<file path="src/sv/i2cmbe_pkg.sv">
// ----------------------------------------------------------------------------
// i2cmbe_pkg
// Types, codes and helpers shared by the I2C master bit engine.
// ----------------------------------------------------------------------------
package i2cmbe_pkg;

   localparam int QUEUE_DEPTH = 2;
   localparam int UNIT_W      = 10;
   localparam int TIMEOUT_W   = 16;
   localparam int DELAY_W     = 12;
   localparam int CSR_DATA_W  = 16;
   localparam int CSR_IDX_W   = 1;

   localparam logic [UNIT_W-1:0]    UNIT_TICKS_RESET  = 10'd8;
   localparam logic [TIMEOUT_W-1:0] ACK_TIMEOUT_RESET = 16'd250;

   typedef enum logic [CSR_IDX_W-1:0] {
      CSR_UNIT_TICKS  = 1'b0,
      CSR_ACK_TIMEOUT = 1'b1
   } csr_idx_type;

   typedef enum logic [2:0] {
      CMD_NONE     = 3'd0,
      CMD_START    = 3'd1,
      CMD_STOP     = 3'd2,
      CMD_WRITE    = 3'd3,
      CMD_READ     = 3'd4,
      CMD_WAIT_ACK = 3'd5
   } cmd_type;

   typedef enum logic [15:0] {
      PH_IDLE = 16'b0000_0000_0000_0001,
      PH_S0   = 16'b0000_0000_0000_0010,
      PH_S1   = 16'b0000_0000_0000_0100,
      PH_P0   = 16'b0000_0000_0000_1000,
      PH_P1   = 16'b0000_0000_0001_0000,
      PH_W0   = 16'b0000_0000_0010_0000,
      PH_W1   = 16'b0000_0000_0100_0000,
      PH_W2   = 16'b0000_0000_1000_0000,
      PH_R0   = 16'b0000_0001_0000_0000,
      PH_R1   = 16'b0000_0010_0000_0000,
      PH_R2   = 16'b0000_0100_0000_0000,
      PH_A0   = 16'b0000_1000_0000_0000,
      PH_A1   = 16'b0001_0000_0000_0000,
      PH_K0   = 16'b0010_0000_0000_0000,
      PH_K1   = 16'b0100_0000_0000_0000,
      PH_K2   = 16'b1000_0000_0000_0000
   } phase_type;

   typedef struct packed {
      logic       is_cmd;
      cmd_type    cmd;
      logic [7:0] data_byte;
      logic       send_ack;
      logic       sda_in;
   } item_type;

   // Phase length minus one, for one or two delay units; a zero length lasts one tick.
   function automatic logic [DELAY_W-1:0] delay_load(input logic two_units,
                                                     input logic [UNIT_W-1:0] unit_ticks);
      logic [UNIT_W:0] len;
      len = two_units ? {unit_ticks, 1'b0} : {1'b0, unit_ticks};
      if (len == '0) begin
         delay_load = '0;
      end else begin
         delay_load = DELAY_W'(len - 1'b1);
      end
   endfunction

endpackage

</file>
<file path="src/sv/i2cmbe_front.sv">
// ----------------------------------------------------------------------------
// i2cmbe_front
// Accepts request transactions, classifies the command and queues them.
// ----------------------------------------------------------------------------
module i2cmbe_front #(
   parameter int QUEUE_DEPTH = i2cmbe_pkg::QUEUE_DEPTH
) (
   input  logic                 clock,
   input  logic                 reset,
   input  logic                 req_valid,
   output logic                 req_stall,
   input  logic [2:0]           req_cmd,
   input  logic [7:0]           req_data_byte,
   input  logic                 req_send_ack,
   input  logic                 req_sda_in,
   output logic                 head_valid,
   output i2cmbe_pkg::item_type head_item,
   input  logic                 head_pop
);

   localparam int PTR_W = (QUEUE_DEPTH > 1) ? $clog2(QUEUE_DEPTH) : 1;
   localparam int CNT_W = $clog2(QUEUE_DEPTH + 1);
   localparam logic [PTR_W-1:0] LAST_PTR = PTR_W'(QUEUE_DEPTH - 1);
   localparam logic [CNT_W-1:0] FULL_CNT = CNT_W'(QUEUE_DEPTH);

   i2cmbe_pkg::item_type queue_mem [QUEUE_DEPTH];
   i2cmbe_pkg::item_type push_item;

   logic [PTR_W-1:0] wr_ptr_ff, wr_ptr_in;
   logic [PTR_W-1:0] rd_ptr_ff, rd_ptr_in;
   logic [CNT_W-1:0] count_ff, count_in;
   logic             push;
   logic             pop;

   assign req_stall  = (count_ff == FULL_CNT);
   assign head_valid = (count_ff != '0);
   assign push       = req_valid && !req_stall;
   assign pop        = head_pop && head_valid;

   always_comb begin
      push_item.is_cmd    = (req_cmd >= i2cmbe_pkg::CMD_START) &&
                            (req_cmd <= i2cmbe_pkg::CMD_WAIT_ACK);
      push_item.cmd       = i2cmbe_pkg::cmd_type'(req_cmd);
      push_item.data_byte = req_data_byte;
      push_item.send_ack  = req_send_ack;
      push_item.sda_in    = req_sda_in;
   end

   always_comb begin
      wr_ptr_in = wr_ptr_ff;
      rd_ptr_in = rd_ptr_ff;
      count_in  = count_ff;
      if (push) begin
         wr_ptr_in = (wr_ptr_ff == LAST_PTR) ? '0 : wr_ptr_ff + 1'b1;
      end
      if (pop) begin
         rd_ptr_in = (rd_ptr_ff == LAST_PTR) ? '0 : rd_ptr_ff + 1'b1;
      end
      if (push && !pop) begin
         count_in = count_ff + 1'b1;
      end else if (pop && !push) begin
         count_in = count_ff - 1'b1;
      end
   end

   always_ff @(posedge clock) begin
      if (reset) begin
         wr_ptr_ff <= '0;
         rd_ptr_ff <= '0;
         count_ff  <= '0;
      end else begin
         wr_ptr_ff <= wr_ptr_in;
         rd_ptr_ff <= rd_ptr_in;
         count_ff  <= count_in;
      end
   end

   always_ff @(posedge clock) begin
      if (push) begin
         queue_mem[wr_ptr_ff] <= push_item;
      end
   end

   assign head_item = queue_mem[rd_ptr_ff];

endmodule

</file>
<file path="src/sv/i2cmbe_back.sv">
// ----------------------------------------------------------------------------
// i2cmbe_back
// Runs queued ticks through the bus phase sequencer and holds the response.
// ----------------------------------------------------------------------------
module i2cmbe_back (
   input  logic                                  clock,
   input  logic                                  reset,
   input  logic                                  csr_write,
   input  logic [i2cmbe_pkg::CSR_IDX_W-1:0]      csr_index,
   input  logic [i2cmbe_pkg::CSR_DATA_W-1:0]     csr_wdata,
   input  logic                                  head_valid,
   input  i2cmbe_pkg::item_type                  head_item,
   output logic                                  head_pop,
   output logic                                  rsp_valid,
   input  logic                                  rsp_stall,
   output logic                                  rsp_scl_level,
   output logic                                  rsp_sda_level,
   output logic                                  rsp_sda_drive,
   output logic                                  rsp_busy_res,
   output logic                                  rsp_done_res,
   output logic [7:0]                            rsp_read_byte,
   output logic                                  rsp_ack_error,
   output logic                                  rsp_cmd_rejected
);

   localparam int UW = i2cmbe_pkg::UNIT_W;
   localparam int TW = i2cmbe_pkg::TIMEOUT_W;
   localparam int DW = i2cmbe_pkg::DELAY_W;

   i2cmbe_pkg::phase_type phase_ff, phase_in;
   logic [UW-1:0] unit_ticks_ff;
   logic [TW-1:0] ack_limit_ff;
   logic [3:0]    bit_count_ff, bit_count_in;
   logic [7:0]    shift_ff, shift_in;
   logic [DW-1:0] delay_ff, delay_in;
   logic [TW-1:0] timeout_ff, timeout_in;
   logic          ack_choice_ff, ack_choice_in;
   logic          scl_ff, scl_in;
   logic          sda_ff, sda_in;
   logic          sda_dir_ff, sda_dir_in;
   logic          error_ff, error_in;
   logic [7:0]    rx_hold_ff, rx_hold_in;
   logic          done_ff, done_in;
   logic          rejected_ff, rejected_in;
   logic          rsp_valid_ff, rsp_valid_in;
   logic [3:0]    bit_next;
   logic [7:0]    shift_next;

   assign head_pop     = head_valid && (!rsp_valid_ff || !rsp_stall);
   assign rsp_valid_in = head_pop || (rsp_valid_ff && rsp_stall);
   assign bit_next     = bit_count_ff + 1'b1;
   assign shift_next   = {shift_ff[6:0], 1'b0};

   always_comb begin
      phase_in      = phase_ff;
      bit_count_in  = bit_count_ff;
      shift_in      = shift_ff;
      delay_in      = delay_ff;
      timeout_in    = timeout_ff;
      ack_choice_in = ack_choice_ff;
      scl_in        = scl_ff;
      sda_in        = sda_ff;
      sda_dir_in    = sda_dir_ff;
      error_in      = error_ff;
      rx_hold_in    = rx_hold_ff;
      done_in       = 1'b0;
      rejected_in   = 1'b0;
      if (phase_ff != i2cmbe_pkg::PH_IDLE) begin
         rejected_in = head_item.is_cmd;
         if (phase_ff == i2cmbe_pkg::PH_K2) begin
            if (!head_item.sda_in) begin
               scl_in   = 1'b0;
               error_in = 1'b0;
               phase_in = i2cmbe_pkg::PH_IDLE;
               done_in  = 1'b1;
            end else if (timeout_ff >= ack_limit_ff) begin
               error_in   = 1'b1;
               sda_dir_in = 1'b1;
               scl_in     = 1'b0;
               sda_in     = 1'b0;
               phase_in   = i2cmbe_pkg::PH_P0;
               delay_in   = i2cmbe_pkg::delay_load(1'b1, unit_ticks_ff);
            end else begin
               timeout_in = timeout_ff + 1'b1;
            end
         end else if (delay_ff != '0) begin
            delay_in = delay_ff - 1'b1;
         end else begin
            unique case (phase_ff)
               i2cmbe_pkg::PH_S0: begin
                  sda_in   = 1'b0;
                  phase_in = i2cmbe_pkg::PH_S1;
                  delay_in = i2cmbe_pkg::delay_load(1'b1, unit_ticks_ff);
               end
               i2cmbe_pkg::PH_S1: begin
                  scl_in   = 1'b0;
                  phase_in = i2cmbe_pkg::PH_IDLE;
                  done_in  = 1'b1;
               end
               i2cmbe_pkg::PH_P0: begin
                  scl_in   = 1'b1;
                  sda_in   = 1'b1;
                  phase_in = i2cmbe_pkg::PH_P1;
                  delay_in = i2cmbe_pkg::delay_load(1'b1, unit_ticks_ff);
               end
               i2cmbe_pkg::PH_W0: begin
                  scl_in   = 1'b1;
                  phase_in = i2cmbe_pkg::PH_W1;
                  delay_in = i2cmbe_pkg::delay_load(1'b1, unit_ticks_ff);
               end
               i2cmbe_pkg::PH_W1: begin
                  scl_in   = 1'b0;
                  phase_in = i2cmbe_pkg::PH_W2;
                  delay_in = i2cmbe_pkg::delay_load(1'b1, unit_ticks_ff);
               end
               i2cmbe_pkg::PH_W2: begin
                  shift_in     = shift_next;
                  bit_count_in = bit_next;
                  if (bit_next < 4'd8) begin
                     sda_in   = shift_next[7];
                     phase_in = i2cmbe_pkg::PH_W0;
                     delay_in = i2cmbe_pkg::delay_load(1'b1, unit_ticks_ff);
                  end else begin
                     phase_in = i2cmbe_pkg::PH_IDLE;
                     done_in  = 1'b1;
                  end
               end
               i2cmbe_pkg::PH_R0: begin
                  scl_in   = 1'b1;
                  phase_in = i2cmbe_pkg::PH_R1;
                  delay_in = i2cmbe_pkg::delay_load(1'b1, unit_ticks_ff);
               end
               i2cmbe_pkg::PH_R1: begin
                  shift_in = {shift_ff[6:0], head_item.sda_in};
                  scl_in   = 1'b0;
                  phase_in = i2cmbe_pkg::PH_R2;
                  delay_in = i2cmbe_pkg::delay_load(1'b1, unit_ticks_ff);
               end
               i2cmbe_pkg::PH_R2: begin
                  bit_count_in = bit_next;
                  delay_in     = i2cmbe_pkg::delay_load(1'b1, unit_ticks_ff);
                  if (bit_next < 4'd8) begin
                     phase_in = i2cmbe_pkg::PH_R0;
                  end else begin
                     rx_hold_in = shift_ff;
                     scl_in     = 1'b0;
                     sda_dir_in = 1'b1;
                     sda_in     = !ack_choice_ff;
                     phase_in   = i2cmbe_pkg::PH_A0;
                  end
               end
               i2cmbe_pkg::PH_A0: begin
                  scl_in   = 1'b1;
                  phase_in = i2cmbe_pkg::PH_A1;
                  delay_in = i2cmbe_pkg::delay_load(1'b1, unit_ticks_ff);
               end
               i2cmbe_pkg::PH_A1: begin
                  scl_in   = 1'b0;
                  phase_in = i2cmbe_pkg::PH_IDLE;
                  done_in  = 1'b1;
               end
               i2cmbe_pkg::PH_K0: begin
                  scl_in   = 1'b1;
                  phase_in = i2cmbe_pkg::PH_K1;
                  delay_in = i2cmbe_pkg::delay_load(1'b0, unit_ticks_ff);
               end
               i2cmbe_pkg::PH_K1: begin
                  timeout_in = '0;
                  delay_in   = '0;
                  phase_in   = i2cmbe_pkg::PH_K2;
               end
               default: begin
                  phase_in = i2cmbe_pkg::PH_IDLE;
                  done_in  = 1'b1;
               end
            endcase
         end
      end else if (head_item.is_cmd) begin
         bit_count_in = '0;
         unique case (head_item.cmd)
            i2cmbe_pkg::CMD_START: begin
               sda_dir_in = 1'b1;
               sda_in     = 1'b1;
               scl_in     = 1'b1;
               phase_in   = i2cmbe_pkg::PH_S0;
               delay_in   = i2cmbe_pkg::delay_load(1'b1, unit_ticks_ff);
            end
            i2cmbe_pkg::CMD_STOP: begin
               sda_dir_in = 1'b1;
               scl_in     = 1'b0;
               sda_in     = 1'b0;
               phase_in   = i2cmbe_pkg::PH_P0;
               delay_in   = i2cmbe_pkg::delay_load(1'b1, unit_ticks_ff);
            end
            i2cmbe_pkg::CMD_WRITE: begin
               shift_in   = head_item.data_byte;
               sda_dir_in = 1'b1;
               scl_in     = 1'b0;
               sda_in     = head_item.data_byte[7];
               phase_in   = i2cmbe_pkg::PH_W0;
               delay_in   = i2cmbe_pkg::delay_load(1'b1, unit_ticks_ff);
            end
            i2cmbe_pkg::CMD_READ: begin
               shift_in      = '0;
               ack_choice_in = head_item.send_ack;
               sda_dir_in    = 1'b0;
               sda_in        = 1'b1;
               scl_in        = 1'b0;
               phase_in      = i2cmbe_pkg::PH_R0;
               delay_in      = i2cmbe_pkg::delay_load(1'b1, unit_ticks_ff);
            end
            default: begin
               error_in   = 1'b0;
               sda_dir_in = 1'b0;
               sda_in     = 1'b1;
               phase_in   = i2cmbe_pkg::PH_K0;
               delay_in   = i2cmbe_pkg::delay_load(1'b0, unit_ticks_ff);
            end
         endcase
      end
   end

   always_ff @(posedge clock) begin
      if (reset) begin
         unit_ticks_ff <= i2cmbe_pkg::UNIT_TICKS_RESET;
         ack_limit_ff  <= i2cmbe_pkg::ACK_TIMEOUT_RESET;
      end else if (csr_write) begin
         unique case (i2cmbe_pkg::csr_idx_type'(csr_index))
            i2cmbe_pkg::CSR_UNIT_TICKS:  unit_ticks_ff <= csr_wdata[UW-1:0];
            i2cmbe_pkg::CSR_ACK_TIMEOUT: ack_limit_ff  <= csr_wdata[TW-1:0];
            default: begin
            end
         endcase
      end
   end

   always_ff @(posedge clock) begin
      if (reset) begin
         phase_ff      <= i2cmbe_pkg::PH_IDLE;
         bit_count_ff  <= '0;
         shift_ff      <= '0;
         delay_ff      <= '0;
         timeout_ff    <= '0;
         ack_choice_ff <= 1'b0;
         scl_ff        <= 1'b1;
         sda_ff        <= 1'b1;
         sda_dir_ff    <= 1'b1;
         error_ff      <= 1'b0;
         rx_hold_ff    <= '0;
         done_ff       <= 1'b0;
         rejected_ff   <= 1'b0;
         rsp_valid_ff  <= 1'b0;
      end else begin
         rsp_valid_ff <= rsp_valid_in;
         if (head_pop) begin
            phase_ff      <= phase_in;
            bit_count_ff  <= bit_count_in;
            shift_ff      <= shift_in;
            delay_ff      <= delay_in;
            timeout_ff    <= timeout_in;
            ack_choice_ff <= ack_choice_in;
            scl_ff        <= scl_in;
            sda_ff        <= sda_in;
            sda_dir_ff    <= sda_dir_in;
            error_ff      <= error_in;
            rx_hold_ff    <= rx_hold_in;
            done_ff       <= done_in;
            rejected_ff   <= rejected_in;
         end
      end
   end

   assign rsp_valid        = rsp_valid_ff;
   assign rsp_scl_level    = scl_ff;
   assign rsp_sda_level    = sda_dir_ff ? sda_ff : 1'b1;
   assign rsp_sda_drive    = sda_dir_ff;
   assign rsp_busy_res     = (phase_ff != i2cmbe_pkg::PH_IDLE);
   assign rsp_done_res     = done_ff;
   assign rsp_read_byte    = rx_hold_ff;
   assign rsp_ack_error    = error_ff;
   assign rsp_cmd_rejected = rejected_ff;

   a_done_idle: assert property (@(posedge clock) disable iff (reset)
      done_ff |-> (phase_ff == i2cmbe_pkg::PH_IDLE))
      else $error("done pulse while a command is still running");

   a_delay_idle: assert property (@(posedge clock) disable iff (reset)
      (phase_ff == i2cmbe_pkg::PH_IDLE) |-> (delay_ff == '0))
      else $error("delay counter left running in idle");

   a_bit_range: assert property (@(posedge clock) disable iff (reset)
      bit_count_ff <= 4'd8)
      else $error("bit counter past one byte");

   a_error_stop: assert property (@(posedge clock) disable iff (reset)
      $rose(error_ff) |-> (phase_ff == i2cmbe_pkg::PH_P0 && !scl_ff && sda_dir_ff))
      else $error("ack timeout without stop sequence");

   a_hold_stalled: assert property (@(posedge clock) disable iff (reset)
      (rsp_valid_ff && rsp_stall) |=> $stable(phase_ff) && $stable(delay_ff))
      else $error("state advanced while response was held");

endmodule

</file>
<file path="src/sv/i2c_master_bit_engine_core.sv">
// ----------------------------------------------------------------------------
// i2c_master_bit_engine_core
// Tick-driven I2C master: start, stop, byte write, byte read, ack wait.
// ----------------------------------------------------------------------------
// One request transaction is one bus tick and yields exactly one response
// transaction. The engine takes one tick per clock cycle unless the response
// side stalls: the phase sequencer updates its whole state combinationally,
// and a queue of QUEUE_DEPTH entries in front of it plus a response register
// behind it let the request and response sides stall independently. A tick
// passes through the queue, then the response register. Configuration writes
// (ticks per delay unit, ack timeout) take effect on the next cycle and are
// meant to be issued only while no transaction is in flight.
module i2c_master_bit_engine_core #(
   parameter int QUEUE_DEPTH = i2cmbe_pkg::QUEUE_DEPTH
) (
   input  logic                              clock,
   input  logic                              reset,
   input  logic                              csr_write,
   input  logic [i2cmbe_pkg::CSR_IDX_W-1:0]  csr_index,
   input  logic [i2cmbe_pkg::CSR_DATA_W-1:0] csr_wdata,
   input  logic                              req_valid,
   output logic                              req_stall,
   input  logic [2:0]                        req_cmd,
   input  logic [7:0]                        req_data_byte,
   input  logic                              req_send_ack,
   input  logic                              req_sda_in,
   output logic                              rsp_valid,
   input  logic                              rsp_stall,
   output logic                              rsp_scl_level,
   output logic                              rsp_sda_level,
   output logic                              rsp_sda_drive,
   output logic                              rsp_busy_res,
   output logic                              rsp_done_res,
   output logic [7:0]                        rsp_read_byte,
   output logic                              rsp_ack_error,
   output logic                              rsp_cmd_rejected
);

   logic                 head_valid;
   logic                 head_pop;
   i2cmbe_pkg::item_type head_item;

   i2cmbe_front #(
      .QUEUE_DEPTH(QUEUE_DEPTH)
   ) u_front (
      .clock         (clock),
      .reset         (reset),
      .req_valid     (req_valid),
      .req_stall     (req_stall),
      .req_cmd       (req_cmd),
      .req_data_byte (req_data_byte),
      .req_send_ack  (req_send_ack),
      .req_sda_in    (req_sda_in),
      .head_valid    (head_valid),
      .head_item     (head_item),
      .head_pop      (head_pop)
   );

   i2cmbe_back u_back (
      .clock            (clock),
      .reset            (reset),
      .csr_write        (csr_write),
      .csr_index        (csr_index),
      .csr_wdata        (csr_wdata),
      .head_valid       (head_valid),
      .head_item        (head_item),
      .head_pop         (head_pop),
      .rsp_valid        (rsp_valid),
      .rsp_stall        (rsp_stall),
      .rsp_scl_level    (rsp_scl_level),
      .rsp_sda_level    (rsp_sda_level),
      .rsp_sda_drive    (rsp_sda_drive),
      .rsp_busy_res     (rsp_busy_res),
      .rsp_done_res     (rsp_done_res),
      .rsp_read_byte    (rsp_read_byte),
      .rsp_ack_error    (rsp_ack_error),
      .rsp_cmd_rejected (rsp_cmd_rejected)
   );

endmodule

</file>
<file path="config.mk">
export PLATFORM = sky130hd
export DESIGN_NAME = i2c_master_bit_engine_core
export DESIGN_NICKNAME = d
export VERILOG_FILES = /design/src/sv/i2cmbe_pkg.sv /design/src/sv/i2cmbe_front.sv /design/src/sv/i2cmbe_back.sv /design/src/sv/i2c_master_bit_engine_core.sv
export SDC_FILE = /design/constraint.sdc
export NUM_CORES = 1
export LEC_CHECK = 0
export BUFFER_PORTS_ARGS = -buffer_cell sky130_fd_sc_hd__buf_2
export CORE_ASPECT_RATIO = 0.9
export CORE_MARGIN = 3
export CORE_UTILIZATION = 45
export DETAILED_ROUTE_END_ITERATION = 8
export SETUP_SLACK_MARGIN = 0.02
export SLEW_MARGIN = 20
export SYNTH_ARGS = -nofsm -noshare
export SYNTH_HDL_FRONTEND = slang
export SYNTH_SLANG_ARGS = --single-unit
</file>
<file path="constraint.sdc">
create_clock -name clock -period 2.9 [get_ports clock]
set_clock_uncertainty 0.05 [all_clocks]
set_input_delay 0.145 -clock clock [delete_from_list [all_inputs] [get_ports clock]]
set_output_delay 0.145 -clock clock [all_outputs]
set_load 0.03 [all_outputs]
</file>
Word-level counts from Yosys, hierarchy flattened
Memories as Yosys holds them, arrays and structs flattened. A register that Yosys moved wholly into a read port is not among the register bits.
Cells that the tools add are included.
- memories kept: 1
- register bits: 102
- logic and storage cells: 209
- bits in latches: 0
- bits of input ports: 35
- memory bits (writable): 28
- ROM bits: 0
- multipliers: 0
- order comparisons: 4
- multiplexer cells: 85
- bitwise operators: 5
- equality and inequality tests: 42
- add/subtract/negate cells: 9
- reductions and logical operators: 44
- div/mod/pow operators: 0
- shift-type cells: 0
- memory list (name ; words ; bits a word ; rd ports ; clocked after memory_dff ; write ports ; line ; RTL):
    u_front.queue_mem ; 2 ; 14 ; 1 ; 1 ; 1 ; i2cmbe_front.sv:26 ; i2cmbe_pkg::item_type queue_mem [QUEUE_DEPTH];
- operators with widths (kind ; number):
    $mux W16 ; 11
    $pmux W16 S11 ; 1
    $mux W12 ; 11
    $pmux W14 S4 ; 1
    $pmux W12 S4 ; 1
    $mux W1 ; 41
    $mux W8 ; 4
    $pmux W8 S2 ; 2
    $reduce_and A6 Y1 ; 4
    $mux W4 ; 5
    $add A16 B1 Y16 const B ; 1
    $eq A16 B10 Y1 const B ; 1
    $eq A16 B11 Y1 const B ; 1
    $eq A16 B12 Y1 const B ; 1
    $eq A16 B13 Y1 const B ; 1
    $eq A16 B14 Y1 const B ; 1
    $eq A16 B15 Y1 const B ; 1
    $eq A16 B16 Y1 const B ; 1
    $eq A16 B2 Y1 const B ; 1
    $eq A16 B3 Y1 const B ; 1
    $eq A16 B4 Y1 const B ; 1
    $eq A16 B6 Y1 const B ; 1
    $eq A16 B7 Y1 const B ; 1
    $eq A16 B8 Y1 const B ; 1
    other kinds (53) ; 94

Longest topological paths before layout
Gate-level depths: netlist of run 1.
- depth after elaboration: 7
- depth in mapped cells: 11

By module
Synthesis of run 1 repeated with hierarchy kept, for this count alone.
- cells, all modules: 817
- area total of the unflattened synthesis: 6996.7 um^2
- modules (own cells, without submodules) (module ; seq. area each (um^2) ; instances ; area each (um^2) ; cells an instance):
    i2cmbe_back ; 1961.9 ; 1 ; 5763.0 ; 747
    i2cmbe_front ; 940.9 ; 1 ; 1233.7 ; 70

Least setup slack after synthesis of run 1
OpenSTA, ideal clock, no wires.
- path kind: reg-to-reg
- start: register u_back.timeout_ff[0]
- end: register u_back.scl_ff, in the netlist u_back.rsp_scl_level
- required time: 2.722 ns
- period minus slack after synthesis: 2.840 ns
- library setup time: 0.128 ns
- slack: 0.060 ns
- stages on the path, launching flop included: 11
- data arrival time: 2.661 ns
- cells stage by stage: dfxtp_1 -> inv_1 -> ha_1 -> nand2b_1 -> a2111oi_0 -> o311ai_1 -> a211o_1 -> buf_2 -> o311ai_2 -> nor2_1 -> mux2i_1
- word-level cells in the longest chain between the ends: 3
- RTL lines (element ; line ; RTL):
    from (decl) ; i2cmbe_back.sv:36 ; logic [TW-1:0] timeout_ff, timeout_in;
    from (signal assigned) ; i2cmbe_back.sv:260 ; timeout_ff <= timeout_in;
    $ge A16 B16 Y1 ; i2cmbe_back.sv:76 ; end else if (timeout_ff >= ack_limit_ff) begin
    $ne A4 B4 Y1 (no source line) ; -- ;
    $reduce_and A7 Y1 (no source line) ; -- ;
    to (signal assigned) ; i2cmbe_back.sv:262 ; scl_ff <= scl_in;
    to (decl) ; i2cmbe_back.sv:38 ; logic scl_ff, scl_in;
No other way between the ends.
A chain may end at the register's enable or synchronous reset.

Final worst setup path of run 1
Same ends and word-level chain as after synthesis.

==> results of run 1 <==
==> area by class of cell <==
class	count	area share (%)
clock buffer	17	4.69
clock inverter	15	1.49
inverter	33	1.37
multi-input combinational	642	46.1
sequential	131	32.0
tap	202	2.79
timing repair buffer	143	11.5
==> worst min-delay path, cell delays in order <==
cell	delay, ns
sky130_fd_sc_hd__buf_2	0.10
sky130_fd_sc_hd__nand2_1	0.10
sky130_fd_sc_hd__xor2_1	0.08
sky130_fd_sc_hd__nor2_1	0.08
==> cells in the mapped netlist, types with 4 or more instances <==
master and instances:
sky130_fd_sc_hd__and4_1 5, sky130_fd_sc_hd__and3_1 7, sky130_fd_sc_hd__a2111oi_1 5, sky130_fd_sc_hd__nand2b_1 9, sky130_fd_sc_hd__ha_1 21, sky130_fd_sc_hd__nor2_2 4
sky130_fd_sc_hd__o21ai_2 4, sky130_fd_sc_hd__nor4_1 8, sky130_fd_sc_hd__a2111oi_0 5, sky130_fd_sc_hd__nor3_1 33, sky130_fd_sc_hd__a21o_1 5, sky130_fd_sc_hd__buf_2 9
sky130_fd_sc_hd__xnor2_1 17, sky130_fd_sc_hd__dfxtp_1 103, sky130_fd_sc_hd__inv_1 30, sky130_fd_sc_hd__nor2b_1 4, sky130_fd_sc_hd__o211ai_1 16, sky130_fd_sc_hd__edfxtp_1 28
sky130_fd_sc_hd__a211oi_1 9, sky130_fd_sc_hd__nand4_1 13, sky130_fd_sc_hd__buf_4 5, sky130_fd_sc_hd__nand3_1 23, sky130_fd_sc_hd__xor2_1 13, sky130_fd_sc_hd__o21a_1 6
sky130_fd_sc_hd__or4b_2 4, sky130_fd_sc_hd__a21oi_1 74, sky130_fd_sc_hd__nor2_1 83, sky130_fd_sc_hd__or3_1 12, sky130_fd_sc_hd__mux2i_1 36, sky130_fd_sc_hd__o31ai_1 6
sky130_fd_sc_hd__nand2_1 114, sky130_fd_sc_hd__or4_1 12, sky130_fd_sc_hd__clkbuf_1 19, sky130_fd_sc_hd__nor4_4 6, sky130_fd_sc_hd__o21ai_0 23, sky130_fd_sc_hd__o21bai_1 7
sky130_fd_sc_hd__mux2_2 4
==> cell usage in the layout, fill, tap and decap left out, types with 21 or more instances in the layout <==
cell type and count:
sky130_fd_sc_hd__a21oi_1 74, sky130_fd_sc_hd__buf_4 60, sky130_fd_sc_hd__dlygate4sd3_1 30, sky130_fd_sc_hd__edfxtp_1 28, sky130_fd_sc_hd__ha_1 21, sky130_fd_sc_hd__nand3_1 23, sky130_fd_sc_hd__inv_1 30, sky130_fd_sc_hd__dfxtp_1 103
sky130_fd_sc_hd__mux2i_1 36, sky130_fd_sc_hd__nor3_1 33, sky130_fd_sc_hd__buf_2 51, sky130_fd_sc_hd__nand2_1 114, sky130_fd_sc_hd__nor2_1 83, sky130_fd_sc_hd__o21ai_0 23
==> state kept, by name, indices dropped and copies added (netlist names), 2 cells and up, named ones only <==
| signal | cells |
|---|---|
| u_back.ack_limit_ff | 16 |
| u_back.shift_ff | 8 |
| u_back.unit_ticks_ff | 10 |
| u_back.bit_count_ff | 4 |
| u_back.delay_ff | 12 |
| u_back.phase_ff | 16 |
| u_front.queue_mem | 28 |
| u_back.rsp_read_byte | 8 |
| u_front.count_ff | 2 |
| u_back.timeout_ff | 16 |
==> routing by layer <==
| metal | track usage [%] | vias to the layer above | part of all wire, % |
|---|---|---|---|
| met3 | 5.92 | 40 | 5.8 |
| met4 | 6.84 | 0 | 2.0 |
| met1 | 30.9 | 3220 | 45 |
| met5 | 0 | - | 0 |
| met2 | 36.9 | 264 | 47 |
| li1 | - | 3334 | - |
==> worst paths after layout <==
kind / end / slack, ns / depth (start not counted)
setup / recovery: u_back.rsp_scl_level$_SDFFE_PP1P_ / 0.13 / 11
hold / removal: u_front.wr_ptr_ff$_SDFFE_PP0P_ / 0.05 / 4
setup reg to reg: u_back.rsp_scl_level$_SDFFE_PP1P_ / 0.13 / 11
hold reg to reg: u_back.ack_limit_ff[15]$_SDFFE_PP0P_ / 0.41 / 2
==> kinds of logic after synthesis <==
group                      count (synthesis)  share of synthesized area, %
buffers and inverters                     70                          4.11
and+or+nand+nor                          362                          26.0
AOI/OAI and AO/OA                        189                          17.4
xor gates and xnor gates                  30                          3.59
muxes                                     40                          5.55
DFF                                      131                          39.7
adders and majority gates                 21                          3.59
==> timing repair <==
action	CTS	global route
hold endpoints to repair	53	0
hold buffers	30	0
resized for setup	2	17
cloned	0	0
buffers inserted	0	10
endpoints found under the setup margin	2	38
pin swaps	0	4
==> where the power goes <==
part	switching, uW	leakage, uW	total, uW	internal (uW)
Clock	937	0.000279	2070	1130
Sequential	227	0.00110	2330	2100
Combinational	2550	0.00221	4210	1670
Total	3710	0.00359	8620	4910
==> metrics by stage <==
stage	instance area [um^2]	cells	utilization (%)	TNS (ns)
floorplan	7310	843	-	0
global placement	8030	1111	51.3	0
detailed placement	8030	1111	51.3	-0.0102
CTS	8890	1173	56.8	0
global route	9070	1183	57.9	0
finish	9070	1183	57.9	0
==> parameters.txt, run 1 <==
Parameter                              Value

Logic synthesis
  Sequential-to-total area share from yosys stat ... 39.7%
  Number of flops mapped to enable cells by yosys ... 28
  Cell type contributing the most total cell area after synthesis ... sky130_fd_sc_hd__dfxtp_1
  Unique masters post-synth ... 74
  Most instantiated flip-flop cell in the synthesis netlist ... sky130_fd_sc_hd__dfxtp_1
  Synth Instances ... 843
  Fraction of registers with async set or reset after synthesis ... 0%
  Netlist area before placement ... 7310 um^2
  Register bit count reported by yosys ... 131
  Post-Synthesis Net Count ... about 900
  Synth top area share ... around 28%
  Synthesized area per cell ... around 8.7 um^2
  Most area-consuming cells after synthesis ... sky130_fd_sc_hd__dfxtp_1 (28%), sky130_fd_sc_hd__edfxtp_1 (12%), sky130_fd_sc_hd__nand2_1 (5.9%), sky130_fd_sc_hd__a21oi_1 (5.1%), sky130_fd_sc_hd__mux2i_1 (4.9%)
  Synthesis Warnings ... 0

Route
  Antenna-violating nets left ... 0
  Sum of routed wire length over all layers ... 20.3 mm
  Violation count after the first detailed-routing iteration ... a little under 700
  Count of unresolved DRC violations after routing ... 0
  DR vias ... 6858
  Number of iterations in the first detailed-routing pass ... 5
  Vias/cell ... 5.80
  Wire length per cell after detailed routing ... 17.2 um

Outcome
  Status ... complete, no violations

Global routing
  GRT Residual Overflow ... 0
  Number of antenna violations at the first check in global routing ... 0
  Total routing usage reported by global routing ... 23.1%
  Pin count of the biggest net entering global routing ... 59
  Number of global-route vias before repair ... 6614
  First-pass GRT wire length ... 33.4 mm

Clock tree
  Clock root buffer ... sky130_fd_sc_hd__clkbuf_16
  Clock-pin transition on the worst setup and hold timing paths ... roughly 0.070 ns
  Buffer depth of the longest clock path ... 2
  Clk_lat worst skew ... 0.44 ns
  Clock buffer count from CTS ... 17
  Total number of clock tree sinks ... 131
  TritonCTS clock tree ... done
  Maximum level of the CTS H-tree ... 4

Run
  Max Cap Viol ... 0

Critical path
  Required time of the critical path ... between 3 and 4 ns
  Worst endpoint data arrival time ... 3.02 ns
  CP Buf/Inv Count ... 3
  Family of cells with the greatest summed delay on the critical path ... compound AO/OA/AOI/OAI gates
  Worst flop-to-flop path startpoint ... u_back.timeout_ff[0]$_SDFFE_PP0P_
  Critical path type ... reg -> reg
  Dominant cell type by count on the critical path ... sky130_fd_sc_hd__buf_4
  Kind of end point of the critical path ... register
  Worst setup path start ... u_back.timeout_ff[0]$_SDFFE_PP0P_
  Biggest cell delay along the critical path ... 0.35 ns
  Startpoint types ... register
  Worst path cell trace ... inv_1 > ha_1 > nand2b_1 > a2111oi_2 > o311ai_1 > a211o_1 > buf_4 > o311ai_2 > buf_4 > nor2_1 > mux2i_1
  Critical-path cell with the highest stage delay ... sky130_fd_sc_hd__a2111oi_2
  Largest fanout of any net on the critical path ... 10

Pwr
  Power density over the cells ... 950 nW/um^2
  Static power due to leakage ... roughly 0.0036 uW
  Worst-case vdd ir drop ... ~0.57 mV
  Overall power consumption ... 8620 uW

STA
  Unrepaired setup endpoints after global routing ... no
  Min Tclk post-route ... 2.77 ns
  Count of final hold-check violations ... 0
  Max transition margin ... 32.7%
  Final critical-path setup slack ... 0.132 ns
  Total of endpoints with negative setup slack in the final report ... 0
  Transition at the pin with the smallest max-transition slack ... 1.00 ns
  Max-slew violation total from the final report ... 0
  WHS ... ~0.047 ns
  Maximum clock frequency ... 361 MHz
  Post-route fraction of the period consumed by the critical path ... a little over nine tenths

Placed design
  GPL Wtd Cong ... ~0.9
  Place WS ... -0.0102 ns
  Quantity of I/O buffers inserted on ports ... 51
  DPL Wire Length ... 14.2 mm

Finish
  Number of antenna diodes ... 0
  Signed area change from the synthesized netlist to the final layout ... 24.0%
  Area of the multi-input gates ... 4180 um^2
  Layout cells sized above 1 ... ~20%
  Area used by sequential logic in the layout ... 2900 um^2
  Fill cell total of the finished layout ... between 1000 and 1500
  Final-stage net count ... 1024

Floorplanning
  Die Span Y ... between 100 and 150 um
  Die W ... 140 um
  I/O Pins ... 52
  Initial core utilization ... between 40% and 50%
  Core ar. ... 15700 um^2
  DIE AREA ... 17800 um^2
  Site Rows ... 43

Worst hold path
  Worst hold-check path type ... in -> reg
  Min-Delay Startpoint ... req_valid
Power figures use the tool's default switching activity.
==> run 2, diff against run 1 <==
--- a/config.mk
+++ b/config.mk
@@ -5,6 +5,7 @@
 export SDC_FILE = /design/constraint.sdc
 export NUM_CORES = 1
 export LEC_CHECK = 0
+export ABC_AREA = 1
 export BUFFER_PORTS_ARGS = -buffer_cell sky130_fd_sc_hd__buf_2
 export CORE_ASPECT_RATIO = 0.9
 export CORE_MARGIN = 3
==> constraint.sdc (replaced) <==
create_clock -name clock -period 3.6 [get_ports clock]
set_clock_uncertainty 0.05 [all_clocks]
set_input_delay 0.18 -clock clock [delete_from_list [all_inputs] [get_ports clock]]
set_output_delay 0.18 -clock clock [all_outputs]
set_load 0.03 [all_outputs]
==> parameters.txt, run 2 <==
Parameter                              Value

Finish
  Commonest cells after routing, fill and taps aside ... sky130_fd_sc_hd__nand2_1 (233), sky130_fd_sc_hd__nor2_1 (177), sky130_fd_sc_hd__inv_1 (129)
  Signed area change from the synthesized netlist to the final layout ... 16.5%
  Area of the multi-input gates ... 3710 um^2 (-11%)
  Filler-free cell count of the finished design ... 1339 (+13%)
  Layout cells sized above 1 ... 12.4% (-7.8 points)
  Area used by sequential logic in the layout ... 2900 um^2 (unchanged)
  Flip-flop count of the largest register after layout ... 28 (unchanged)
  Register with the highest flop count ... u_front.queue_mem
  Fill cell total of the finished layout ... 1581 (+16%)
  Most common library cell in the layout ignoring fill and taps ... sky130_fd_sc_hd__nand2_1
  Final-stage net count ... 1180 (+15%)
  Number of antenna diodes ... 0 (unchanged)

Logic synthesis
  Synth Instances ... 1053 (+25%)
  Most instantiated cells after synthesis ... sky130_fd_sc_hd__nand2_1 (233), sky130_fd_sc_hd__nor2_1 (178), sky130_fd_sc_hd__inv_1 (129)
  Unique masters post-synth ... 42 (-43%)
  Sequential-to-total area share from yosys stat ... 39.6% (-0.16 points)
  Synthesis Warnings ... 0 (unchanged)
  Most instantiated flip-flop cell in the synthesis netlist ... sky130_fd_sc_hd__dfxtp_1
  Most area-consuming cells after synthesis ... sky130_fd_sc_hd__dfxtp_1 (28%), sky130_fd_sc_hd__nand2_1 (12%), sky130_fd_sc_hd__edfxtp_1 (11%), sky130_fd_sc_hd__nor2_1 (9.1%), sky130_fd_sc_hd__inv_1 (6.6%)
  Fraction of registers with async set or reset after synthesis ... 0% (unchanged)
  Register bit count reported by yosys ... 131 (unchanged)
  Synthesized area per cell ... 6.97 um^2 (-20%)
  Netlist area before placement ... 7340 um^2 (+0.39%)
  Dominant cell by count in the synthesized netlist ... sky130_fd_sc_hd__nand2_1
  Cell type contributing the most total cell area after synthesis ... sky130_fd_sc_hd__dfxtp_1
  Synth top area share ... 28.1% (-0.11 points)
  Post-Synthesis Net Count ... 1109 (+23%)
  Number of flops mapped to enable cells by yosys ... 28 (unchanged)

STA
  Final critical-path setup slack ... 0.958 ns (+0.826 ns)
  Max transition margin ... 40.7% (+7.9 points)
  Transition at the pin with the smallest max-transition slack ... 0.889 ns (-0.111 ns)
  Total of endpoints with negative setup slack in the final report ... 0 (unchanged)
  TNS Setup ... 0 ns (unchanged)
  Post-route fraction of the period consumed by the critical path ... 73.4% (-22 points)
  Unrepaired setup endpoints after global routing ... no
  Max-slew violation total from the final report ... 0 (unchanged)
  Min Tclk post-route ... 2.64 ns (-0.126 ns)
  Maximum clock frequency ... 379 MHz (+4.8%)
  Count of final hold-check violations ... 0 (unchanged)

Run
  Max Cap Viol ... 0 (unchanged)

Route
  Violation count after the first detailed-routing iteration ... 439 (-35%)
  Antenna-violating nets left ... 0 (unchanged)
  Number of iterations in the first detailed-routing pass ... 5 (unchanged)
  Count of unresolved DRC violations after routing ... 0 (unchanged)
  Wire length per cell after detailed routing ... 13.2 um (-23%)
  Vias/cell ... 4.97 (-14%)
  Sum of routed wire length over all layers ... 17.7 mm (-13%)
  DR vias ... 6653 (-3.0%)

Clock tree
  Clock root buffer ... sky130_fd_sc_hd__clkbuf_16
  Total number of clock tree sinks ... 131 (unchanged)
  Number of setup buffers added after CTS ... 0 (unchanged)
  Post_cts resized ... 0 (-2)
  Buffer depth of the longest clock path ... 2 (unchanged)
  Maximum level of the CTS H-tree ... 4 (unchanged)
  Clk_lat worst skew ... 0.42 ns (-0.02 ns)
  Clock-pin transition on the worst setup and hold timing paths ... 0.06 ns (about the same)
  TritonCTS clock tree ... done
  Clock buffer count from CTS ... 17 (unchanged)

Placed design
  Quantity of I/O buffers inserted on ports ... 51 (unchanged)
  DPL Wire Length ... 13.0 mm (-8.5%)
  GPL Wtd Cong ... 0.920 (+2.2%)
  Post-placement cell count ... 1281 (+15%)
  Place WS ... 0.978 ns (+0.988 ns)

Floorplanning
  Die W ... 141 um (+0.19%)
  DIE AREA ... 17900 um^2 (+0.37%)
  Site Rows ... 43 (unchanged)
  I/O Pins ... 52 (unchanged)
  Die Span Y ... 127 um (+0.19%)
  Core ar. ... 15700 um^2 (+0.34%)
  Initial core utilization ... 46.7% (about the same)

Critical path
  Worst endpoint data arrival time ... 2.90 ns (-0.12 ns)
  Required time of the critical path ... 3.86 ns (+0.70 ns)
  Family of cells with the greatest summed delay on the critical path ... simple AND/OR/NAND/NOR gates
  Largest fanout of any net on the critical path ... 22 (+12)
  Critical path type ... reg -> reg
  Kind of end point of the critical path ... register
  Worst setup path start ... u_back.phase_ff[14]$_SDFFE_PP0P_
  Biggest cell delay along the critical path ... 0.36 ns (about the same)
  Worst flop-to-flop path startpoint ... u_back.phase_ff[14]$_SDFFE_PP0P_
  Dominant cell type by count on the critical path ... sky130_fd_sc_hd__nand2_1
  Critical-path cell with the highest stage delay ... sky130_fd_sc_hd__nand3_2
  CP Buf/Inv Count ... 2 (-1)
  Startpoint types ... register
  Worst path cell trace ... nor2_2 > nand2_2 > nor2_4 > nand3_2 > nand3_2 > nand2_1 > inv_2 > nand2_1 > inv_2 > nand2_1 > nand2_1 > nor2_1

Global routing
  Number of global-route vias before repair ... 6209 (-6.1%)
  Pin count of the biggest net entering global routing ... 50 (-15%)
  First-pass GRT wire length ... 29.8 mm (-11%)
  Total routing usage reported by global routing ... 20.3% (-2.8 points)
  Number of antenna violations at the first check in global routing ... 0 (unchanged)
  GRT Residual Overflow ... 0 (unchanged)

Outcome
  Status ... complete, no violations

Pwr
  Overall power consumption ... 7360 uW (-15%)
  Static power due to leakage ... 0.00407 uW (+13%)
  Power density over the cells ... 861 nW/um^2 (-9.4%)
  Worst-case vdd ir drop ... 0.673 mV (+18%)

Worst hold path
  Min-Delay Startpoint ... csr_wdata[0]
  Worst hold-check path type ... in -> reg
-- run 2: tightest hold or removal path, stage by stage --
cell and delay, ns:
sky130_fd_sc_hd__buf_2 0.10, sky130_fd_sc_hd__o21ai_0 0.08, sky130_fd_sc_hd__nor2_1 0.08
-- run 2: timing repair --
| item | 4_1_cts | 5_1_grt |
|---|---|---|
| hold endpoints to repair | 43 | 0 |
| hold buffers | 26 | 0 |
| setup endpoints to repair | 0 | 0 |
-- run 2: layout make-up --
cell class	count	area share [%]
inverters	144	6.34
repair buffers	82	6.47
clock inverters	14	1.95
clock buffers	18	5.02
multi-input cells	748	43.3
well taps	202	2.96
flip-flops and latches	131	33.9
-- run 2: path summary, 6_finish.rpt --
check                           cells after the start                                   to  slack [ns]
worst max-delay path                               12     u_back.phase_ff[12]$_SDFFE_PP0P_        0.96
worst max register to register                     12     u_back.phase_ff[12]$_SDFFE_PP0P_        0.96
worst min register to register                      1       u_front.rd_ptr_ff$_SDFFE_PP0P_        0.40
worst min-delay path                                3  u_back.ack_limit_ff[0]$_SDFFE_PP0P_        0.02
-- run 2: cells by family after synthesis --
family | synth area share (%)
AND/OR/NAND/NOR | 32.9
buffers and inverters | 9.97
AO/OA/AOI/OAI | 11.9
flip-flops | 39.6
adder cells (fa/ha/maj) | 3.58
XOR/XNOR | 1.19
multiplexers | 0.955
-- run 2: through the flow --
stage	hold WS [ns]	utilization (%)	area, um^2
5_1_grt	0.0151	54.4	8550
3_5_place_dp	0.321	49.0	7700
6_report	0.0163	54.4	8550
4_1_cts	0.00604	54.4	8550
2_1_floorplan	0.229	-	7340
3_3_place_gp	0.318	49.0	7690
-- run 2: per-layer routing --
layer | wire (um) | global-route usage (%) | share of wire [%] | up-vias
li1 | - | - | - | 3553
met1 | 8950 | 28.4 | 50 | 2949
met2 | 7640 | 31.3 | 43 | 136
met3 | 968 | 5.39 | 5.5 | 15
met4 | 176 | 5.47 | 0.99 | 0
met5 | 0 | 0 | 0 | -
-- run 2: power by group --
part / internal (uW) / switching, uW
clock network: 1040 / 709
logic: 1090 / 2540
registers: 1790 / 196
total: 3910 / 3450
